### src/sv/csvfs_pkg.sv
// ----------------------------------------------------------------------------
// csvfs_pkg
// Types and constants that the field splitter's modules share.
// ----------------------------------------------------------------------------
package csvfs_pkg;

    localparam int unsigned CharW = 16;
    localparam int unsigned LenW  = 3;

    localparam logic [CharW-1:0] ChQuote = 16'd34;
    localparam logic [CharW-1:0] ChCr    = 16'd13;
    localparam logic [CharW-1:0] ChLf    = 16'd10;

    localparam logic [CharW-1:0] SeparatorReset = 16'd44;
    localparam logic [CharW-1:0] CapacityReset  = 16'd256;

    // Configuration register indexes.
    typedef enum logic [0:0] {
        CFG_SEPARATOR = 1'b0,
        CFG_CAPACITY  = 1'b1
    } t_cfg_idx;

    // Parser mode within the current field.
    typedef enum logic [1:0] {
        MODE_START  = 2'd0,
        MODE_PLAIN  = 2'd1,
        MODE_QUOTED = 2'd2,
        MODE_CLOSED = 2'd3
    } t_mode;

    // What ended a field.
    typedef enum logic [2:0] {
        TERM_SEP   = 3'd0,
        TERM_CR    = 3'd1,
        TERM_LF    = 3'd2,
        TERM_END   = 3'd3,
        TERM_OTHER = 3'd4
    } t_term;

    // Kind of result.
    typedef enum logic [1:0] {
        KIND_NONE = 2'd0,
        KIND_CHAR = 2'd1,
        KIND_END  = 2'd2
    } t_kind;

    typedef struct packed {
        logic [CharW-1:0] in_char;
        logic [LenW-1:0]  in_len;
        logic             in_end;
    } t_item;

    typedef struct packed {
        t_mode            mode;
        logic [CharW-1:0] space_left;
        logic             swallow_lf;
        logic             dropped_any;
    } t_state;

    typedef struct packed {
        t_kind            out_kind;
        logic [CharW-1:0] out_char;
        t_term            terminator;
        logic             end_of_record;
        logic             truncated;
    } t_result;

endpackage

### src/sv/csvfs_in_if.sv
// ----------------------------------------------------------------------------
// csvfs_in_if
// Input channel: one decoded character per transaction.
// ----------------------------------------------------------------------------
interface csvfs_in_if;

    logic        valid;
    logic        ready;
    logic [15:0] in_char;
    logic [2:0]  in_len;
    logic        in_end;

    modport source (output valid, output in_char, output in_len, output in_end,
                    input ready);
    modport sink   (input valid, input in_char, input in_len, input in_end,
                    output ready);

endinterface

### src/sv/csvfs_out_if.sv
// ----------------------------------------------------------------------------
// csvfs_out_if
// Output channel: one parser result per transaction.
// ----------------------------------------------------------------------------
interface csvfs_out_if;

    logic        valid;
    logic        ready;
    logic [1:0]  out_kind;
    logic [15:0] out_char;
    logic [2:0]  terminator;
    logic        end_of_record;
    logic        truncated;

    modport source (output valid, output out_kind, output out_char,
                    output terminator, output end_of_record, output truncated,
                    input ready);
    modport sink   (input valid, input out_kind, input out_char,
                    input terminator, input end_of_record, input truncated,
                    output ready);

endinterface

### src/sv/csvfs_step.sv
// ----------------------------------------------------------------------------
// csvfs_step
// Combinational parser step: next state and result for one character.
// ----------------------------------------------------------------------------
module csvfs_step (
    input  csvfs_pkg::t_item   i_item,
    input  csvfs_pkg::t_state  i_state,
    input  logic [15:0]        i_separator,
    input  logic [15:0]        i_capacity,
    output csvfs_pkg::t_state  o_state,
    output csvfs_pkg::t_result o_result
);
    import csvfs_pkg::*;

    logic [CharW-1:0] space_cur;
    logic             dropped_cur;
    logic             swallow;
    logic             do_end;
    logic             do_put;
    t_term            term;
    t_term            cls;
    t_mode            mode_nx;
    logic [CharW-1:0] len_ext;
    logic             fits;

    // Classification of the character against the field terminators.
    always_comb begin
        if (i_item.in_char == i_separator) begin
            cls = TERM_SEP;
        end else if (i_item.in_char == ChCr) begin
            cls = TERM_CR;
        end else if (i_item.in_char == ChLf) begin
            cls = TERM_LF;
        end else begin
            cls = TERM_OTHER;
        end
    end

    assign len_ext = {{(CharW-LenW){1'b0}}, i_item.in_len};

    // Mode decision: whether the character ends the field or is stored.
    always_comb begin
        space_cur   = i_state.space_left;
        dropped_cur = i_state.dropped_any;
        if (i_state.mode == MODE_START) begin
            space_cur   = i_capacity;
            dropped_cur = 1'b0;
        end
        swallow = (i_state.mode == MODE_START) && !i_item.in_end
                  && i_state.swallow_lf && (i_item.in_char == ChLf);

        do_end  = 1'b0;
        do_put  = 1'b0;
        term    = TERM_END;
        mode_nx = i_state.mode;

        if (swallow) begin
            mode_nx = MODE_START;
        end else if (i_item.in_end) begin
            do_end = 1'b1;
        end else begin
            unique case (i_state.mode)
                MODE_START: begin
                    if (i_item.in_char == ChQuote) begin
                        mode_nx = MODE_QUOTED;
                    end else begin
                        mode_nx = MODE_PLAIN;
                        do_end  = (cls != TERM_OTHER);
                        do_put  = (cls == TERM_OTHER);
                        term    = cls;
                    end
                end
                MODE_PLAIN: begin
                    do_end = (cls != TERM_OTHER);
                    do_put = (cls == TERM_OTHER);
                    term   = cls;
                end
                MODE_QUOTED: begin
                    if (i_item.in_char == ChQuote) begin
                        mode_nx = MODE_CLOSED;
                    end else begin
                        do_put = 1'b1;
                    end
                end
                MODE_CLOSED: begin
                    if (i_item.in_char == ChQuote) begin
                        mode_nx = MODE_QUOTED;
                        do_put  = 1'b1;
                    end else begin
                        do_end = 1'b1;
                        term   = cls;
                    end
                end
            endcase
        end
    end

    assign fits = (space_cur > len_ext);

    // Result and state update.
    always_comb begin
        o_result.out_kind      = KIND_NONE;
        o_result.out_char      = '0;
        o_result.terminator    = TERM_SEP;
        o_result.end_of_record = 1'b0;
        o_result.truncated     = 1'b0;

        o_state.mode        = mode_nx;
        o_state.space_left  = space_cur;
        o_state.swallow_lf  = 1'b0;
        o_state.dropped_any = dropped_cur;

        if (do_end) begin
            o_result.out_kind      = KIND_END;
            o_result.terminator    = term;
            o_result.end_of_record = (term != TERM_SEP);
            o_result.truncated     = dropped_cur;
            o_state.mode           = MODE_START;
            o_state.space_left     = i_capacity;
            o_state.swallow_lf     = (term == TERM_CR);
            o_state.dropped_any    = 1'b0;
        end else if (do_put) begin
            if (fits) begin
                o_result.out_kind  = KIND_CHAR;
                o_result.out_char  = i_item.in_char;
                o_state.space_left = space_cur - len_ext;
            end else begin
                o_state.dropped_any = 1'b1;
            end
        end
    end

endmodule

### src/sv/csv_field_splitter_core.sv
// ----------------------------------------------------------------------------
// csv_field_splitter_core
// Splits a stream of decoded characters into delimited, optionally quoted
// fields, one result per input character.
// ----------------------------------------------------------------------------
// Each input transaction is one character and yields exactly one output
// transaction. The block sustains one character per cycle while the sink
// accepts results: the parser step is a small mode update, 16-bit terminator
// compares and a capacity compare and subtract, and the result waits for the
// sink in an output register while the next character waits in the input
// register. Configuration (separator and field capacity) is written through
// a plain write port; the user must write it only while the block is idle,
// which the block does not enforce; a new capacity applies from the next field.
module csv_field_splitter_core (
    input  logic        i_clk,
    input  logic        i_rst_n,
    input  logic        i_cfg_we,
    input  logic [0:0]  i_cfg_idx,
    input  logic [15:0] i_cfg_data,
    csvfs_in_if.sink    i_in,
    csvfs_out_if.source o_out
);
    import csvfs_pkg::*;

    logic [CharW-1:0] r_separator;
    logic [CharW-1:0] r_capacity;
    t_state           r_state;
    t_state           n_state;
    t_item            r_item;
    logic             r_item_valid;
    t_result          r_result;
    t_result          n_result;
    logic             r_out_valid;
    logic             advance;

    // Configuration registers.
    always_ff @(posedge i_clk) begin
        if (!i_rst_n) begin
            r_separator <= SeparatorReset;
            r_capacity  <= CapacityReset;
        end else if (i_cfg_we) begin
            unique case (t_cfg_idx'(i_cfg_idx))
                CFG_SEPARATOR: r_separator <= i_cfg_data;
                CFG_CAPACITY:  r_capacity  <= i_cfg_data;
            endcase
        end
    end

    // Pipeline flow: a held character moves on when the result slot is free.
    assign advance    = r_item_valid && (!r_out_valid || o_out.ready);
    assign i_in.ready = !r_item_valid || advance;

    // Input register.
    always_ff @(posedge i_clk) begin
        if (!i_rst_n) begin
            r_item_valid <= 1'b0;
        end else if (i_in.ready) begin
            r_item_valid <= i_in.valid;
        end
    end

    always_ff @(posedge i_clk) begin
        if (i_in.ready && i_in.valid) begin
            r_item.in_char <= i_in.in_char;
            r_item.in_len  <= i_in.in_len;
            r_item.in_end  <= i_in.in_end;
        end
    end

    // Parser step.
    csvfs_step u_step (
        .i_item      (r_item),
        .i_state     (r_state),
        .i_separator (r_separator),
        .i_capacity  (r_capacity),
        .o_state     (n_state),
        .o_result    (n_result)
    );

    // Parser state, updated once per parsed character.
    always_ff @(posedge i_clk) begin
        if (!i_rst_n) begin
            r_state.mode        <= MODE_START;
            r_state.space_left  <= CapacityReset;
            r_state.swallow_lf  <= 1'b0;
            r_state.dropped_any <= 1'b0;
        end else if (advance) begin
            r_state <= n_state;
        end
    end

    // Result register.
    always_ff @(posedge i_clk) begin
        if (!i_rst_n) begin
            r_out_valid <= 1'b0;
        end else if (advance) begin
            r_out_valid <= 1'b1;
        end else if (o_out.ready) begin
            r_out_valid <= 1'b0;
        end
    end

    always_ff @(posedge i_clk) begin
        if (advance) begin
            r_result <= n_result;
        end
    end

    assign o_out.valid         = r_out_valid;
    assign o_out.out_kind      = r_result.out_kind;
    assign o_out.out_char      = r_result.out_char;
    assign o_out.terminator    = r_result.terminator;
    assign o_out.end_of_record = r_result.end_of_record;
    assign o_out.truncated     = r_result.truncated;

endmodule
### src/flat_wrapper.sv
// flat-port wrapper written by rule: the top's interface ports become plain ports
module csv_field_splitter_core_flat import csvfs_pkg::*;
  (i_clk, i_rst_n, i_cfg_we, i_cfg_idx, i_cfg_data, i_in_valid, i_in_in_char, i_in_in_len, i_in_in_end, i_in_ready, o_out_valid, o_out_out_kind, o_out_out_char, o_out_terminator, o_out_end_of_record, o_out_truncated, o_out_ready);
  csvfs_in_if i_in_i ();
  csvfs_out_if o_out_i ();
  input  logic i_clk;
  input  logic i_rst_n;
  input  logic i_cfg_we;
  input  logic [0:0] i_cfg_idx;
  input  logic [15:0] i_cfg_data;
  input wire logic [$bits(i_in_i.valid)-1:0] i_in_valid;
  input wire logic [$bits(i_in_i.in_char)-1:0] i_in_in_char;
  input wire logic [$bits(i_in_i.in_len)-1:0] i_in_in_len;
  input wire logic [$bits(i_in_i.in_end)-1:0] i_in_in_end;
  output wire logic [$bits(i_in_i.ready)-1:0] i_in_ready;
  output wire logic [$bits(o_out_i.valid)-1:0] o_out_valid;
  output wire logic [$bits(o_out_i.out_kind)-1:0] o_out_out_kind;
  output wire logic [$bits(o_out_i.out_char)-1:0] o_out_out_char;
  output wire logic [$bits(o_out_i.terminator)-1:0] o_out_terminator;
  output wire logic [$bits(o_out_i.end_of_record)-1:0] o_out_end_of_record;
  output wire logic [$bits(o_out_i.truncated)-1:0] o_out_truncated;
  input wire logic [$bits(o_out_i.ready)-1:0] o_out_ready;
  assign i_in_i.valid = i_in_valid;
  assign i_in_i.in_char = i_in_in_char;
  assign i_in_i.in_len = i_in_in_len;
  assign i_in_i.in_end = i_in_in_end;
  assign i_in_ready = i_in_i.ready;
  assign o_out_valid = o_out_i.valid;
  assign o_out_out_kind = o_out_i.out_kind;
  assign o_out_out_char = o_out_i.out_char;
  assign o_out_terminator = o_out_i.terminator;
  assign o_out_end_of_record = o_out_i.end_of_record;
  assign o_out_truncated = o_out_i.truncated;
  assign o_out_i.ready = o_out_ready;
  csv_field_splitter_core u_core (.i_clk(i_clk), .i_rst_n(i_rst_n), .i_cfg_we(i_cfg_we), .i_cfg_idx(i_cfg_idx), .i_cfg_data(i_cfg_data), .i_in(i_in_i), .o_out(o_out_i));
endmodule
### config.mk
export PLATFORM = sky130hd
export DESIGN_NAME = csv_field_splitter_core_flat
export DESIGN_NICKNAME = d
export VERILOG_FILES = /design/src/sv/csvfs_pkg.sv /design/src/sv/csvfs_in_if.sv /design/src/sv/csvfs_out_if.sv /design/src/sv/csvfs_step.sv /design/src/sv/csv_field_splitter_core.sv /design/src/flat_wrapper.sv
export SDC_FILE = /design/constraint.sdc
export NUM_CORES = 1
export LEC_CHECK = 0
export BUFFER_PORTS_ARGS = -buffer_cell sky130_fd_sc_hd__buf_4
export CORE_UTILIZATION = 30
export DETAILED_ROUTE_END_ITERATION = 8
export SETUP_SLACK_MARGIN = 0.1
export SLEW_MARGIN = 20
export SYNTH_ARGS = -nofsm -noshare
export SYNTH_HDL_FRONTEND = slang
export SYNTH_HIERARCHICAL = 1
export SYNTH_SLANG_ARGS = --single-unit
### constraint.sdc
create_clock -name i_clk -period 3.8 [get_ports i_clk]
set_clock_uncertainty 0.2 [all_clocks]
set_input_delay 0.38 -clock i_clk [delete_from_list [all_inputs] [get_ports i_clk]]
set_output_delay 0.38 -clock i_clk [all_outputs]
set_load 0.02 [all_outputs]
==> summary.md <==
| Metric | Value |
|---|---|
| Top_reg_cell synth | dfxtp_1 |
| Routed WL per cell | ~16 um |
| CP endpoint kind | flip-flop |
| Psw | roughly 710 uW |
| First-pass DRT Iterations | 4 |
| Post-synth EDFFs | 43 |
| Delay-heaviest family, CP | compound AO/OA/AOI/OAI gates |
| R2R Path Start | u_core/r_state[18]$_SDFFE_PN0P_ |
| Switching power share of the total | between 20 and 30% |
| Critical Path Source Type | flip-flop |
| Commonest non-fill, non-tap cell in the layout | nand2_1 |
| Final period utilization | 94.0% |
| Total GRT Usage | between 10% and 20% |
| Initial core utilization | 31.0% |
| Mapped Area | between 5000 and 6000 um^2 |
| Number of global-route vias before repair | about 4300 |
| Synth cell types | 77 |
| Htree depth | 3 |
| Worst-path clk slew | 80 ps |
| Fill count | approximately 1700 |
| Max-slew violations | 0 |
| YS warnings | 6 |
| Total number of vias | 4366 |
| I/O pin count | 67 |
| Unrepaired setup endpoints after global routing | yes |
| Register area share after synthesis | a little over two fifths |
| Top cell type's share of synthesized area | 23.9% |
| Worst EP arrival | 3610 ps |
| Final wirelength | between 10 and 15 mm |
| Main area contributors after synthesis | edfxtp_1, dfxtp_1, nand2_1, mux2i_1, xnor2_1 |
| Syn Inst Count | 557 |
| Area growth syn-to-layout | 22.6% |
| Highest clock rate | 280 MHz |
| Mean Syn Cell Area | 9.70 um^2 |
| #FFs+latches synth | 97 |
| Tightest Hold Check Type | in2reg |
| Post-route cell area | 6620 um^2 |
| Maximum vdd drop | between 200 and 250 uV |
| Top cell type by total area after synthesis | edfxtp_1 |
| Clk_lat worst skew | 360 ps |
| Fin crit period | between 3000 and 4000 ps |
| CTS tree | done |
| Combinational power share | between 10% and 20% |
| Num CTS Buffers | 9 |
| Status | complete, no violations |
| Setup TNS Final | 0 ps |
| Number of routed nets with antenna violations | 0 |
| Largest net degree at the start of global routing | between 70 and 80 |
| Multi-input gate area in the final layout | 2810 um^2 |
| Die height | 136 um |
| Critical Path RT | 3840 ps |
| P_int | 1870 uW |
| Clk pwr share | a little under two fifths |
| CP max stage delay | 460 ps |
| Share of layout cells above drive strength 1 | 23.2% |
| Flop pwr share | 46.1% |
| Hold Path Origin | i_cfg_data[5] |
| Clk buf depth | 2 |
| # setup viols final | 0 |
| Power density cells | 389 nW/um^2 |
| Initial antenna violation count | 0 |
| Core box area | between 15000 and 20000 um^2 |
| Global route overflow | 0 |
| Slew headroom | 26.6% |
| Drt drc | 0 |
| N_diodes | 0 |
| Max-Cap Viols | 0 |
| Cell Chain, Critical Path | inv_4 > ha_4 > mux2_2 > ha_1 > a21oi_2 > a31oi_1 > a2111oi_4 > nor2_4 > o21ai_4 > or3b_4 > xnor2_1 > a221o_1 > nand2_1 > mux2i_1 |
| First-pass GRT wire length | ~22 mm |
| Most frequent cells in the layout | nand2_1, buf_4, dfxtp_1 |
| DR iter-0 viols | 218 |
| Worst-margin pin slew | between 1000 and 1500 ps |
| Critical Path Source | u_core/r_state[18]$_SDFFE_PN0P_ |
| Critical path's slowest cell | or3b_4 |
| Worst Path Max Fanout | 12 |
| Full die area | 18600 um^2 |
| Leak | 0.00254 uW |
| CTS Sinks | 97 |
| Final HPWL DP | roughly 9.9 mm |
| Crit Path Category | reg2reg |
| Area post-placement | 6040 um^2 |
| Die W | 136 um |
| Reg area | 2370 um^2 |
| IO buf count | 66 |
| Final hold violation count | 0 |
| Core Rows | 48 |
| CTS Root Buffer Type | clkbuf_16 |
| Via/cell ratio | 5.04 |
| Final net count | 687 |
| Syn_nets | 608 |
| Worst path buffer plus inverter count | 1 |
| Post-synth ARST share | 0% |
| Gp weighted congestion | 0.884 |
==> what timing repair did <==
action                     4_1_cts  5_1_grt
hold buffers                    20        0
hold endpoints to repair        20        0
setup endpoints to repair        0       11
buffers inserted                 0        5
gates resized for setup          0        9
==> state kept, by name (all words and copies together), names as in the netlist, 2 cells and up <==
name / count
u_core/o_out.out_char: 16
u_core/o_out.out_kind: 2
u_core/o_out.terminator: 3
u_core/r_capacity: 16
u_core/r_item: 20
u_core/r_separator: 16
u_core/r_state: 20
==> final timing paths <==
check	end	slack, ps	depth (start not counted)
max	u_core/r_state[7]$_SDFFE_PN0P_	230	14
max reg2reg	u_core/r_state[7]$_SDFFE_PN0P_	230	14
min reg2reg	u_core/r_state[0]$_SDFFE_PN0P_	260	2
min	u_core/r_separator[5]$_SDFFE_PN1P_	50	3
==> synth_stat cells, types with 5 or more instances <==
cell      number
a21boi_0      12
a21boi_1       9
a21boi_2       7
a21oi_1       16
a221o_1        7
and2_1        19
buf_2          8
buf_4          6
buf_6          7
dfxtp_1       54
edfxtp_1      43
ha_1           8
inv_1         14
mux2i_1       27
nand2_1      123
nand3_1        8
nand4_1        7
nor2_1        22
nor2_2         6
nor2b_1        5
nor3_1        11
nor4_1         6
o21ai_0       15
or3_1          7
xnor2_1       24
xor2_1         6
==> final cells by class <==
cell class | instances | area share, %
clock buffer | 9 | 3.40
clock inverter | 7 | 1.40
inverter | 15 | 0.926
multi-input combinational | 416 | 42.4
sequential | 97 | 35.9
tap | 225 | 4.25
timing repair buffer | 97 | 11.8
==> per-stage QoR <==
stage	total power (uW)	std cells	hold WS, ps	setup WS (ps)	utilization [%]
3_3_place_gp	1580	825	243	283	34.7
4_1_cts	2590	861	37.4	129	37.6
5_1_grt	2690	866	77.7	46.6	38.0
6_report	2580	866	49.3	228	38.0
2_1_floorplan	1480	557	232	119	-
3_5_place_dp	1590	825	256	161	34.7
==> per-layer routing <==
layer  global-route usage (%)  share of wire [%]  up-vias
met1                     19.9                 45     2095
met3                     2.27                4.2       24
met5                        0                  0        -
li1                         -                  -     2124
met4                     8.83                2.7        0
met2                     25.1                 48      123
==> power by group through the flow <==
stage	Clock [uW]	Combinational [uW]	Sequential [uW]
finish	974	416	1190
global route	1040	456	1190
CTS	1000	399	1190
detailed placement	0	380	1210
global placement	0	372	1210
floorplan	0	272	1210
==> logic make-up (layout without fill, tap and decap cells) <==
logic type      after synthesis  in the layout  share of synthesized area [%]
buf+inv                      44            128                           5.21
simple gates                248            248                           24.0
compound gates               99             99                           14.2
flops                        97             97                           43.9
fa+ha+maj                     9              9                           2.22
mux                          30             30                           5.63
xor+xnor                     30             30                           4.86
==> worst min-delay path, cell delays in order <==
cell	delay (ps)
buf_4	80
nand2_1	40
nand3_1	70
Note: power is estimated with default switching activity, not from simulation.
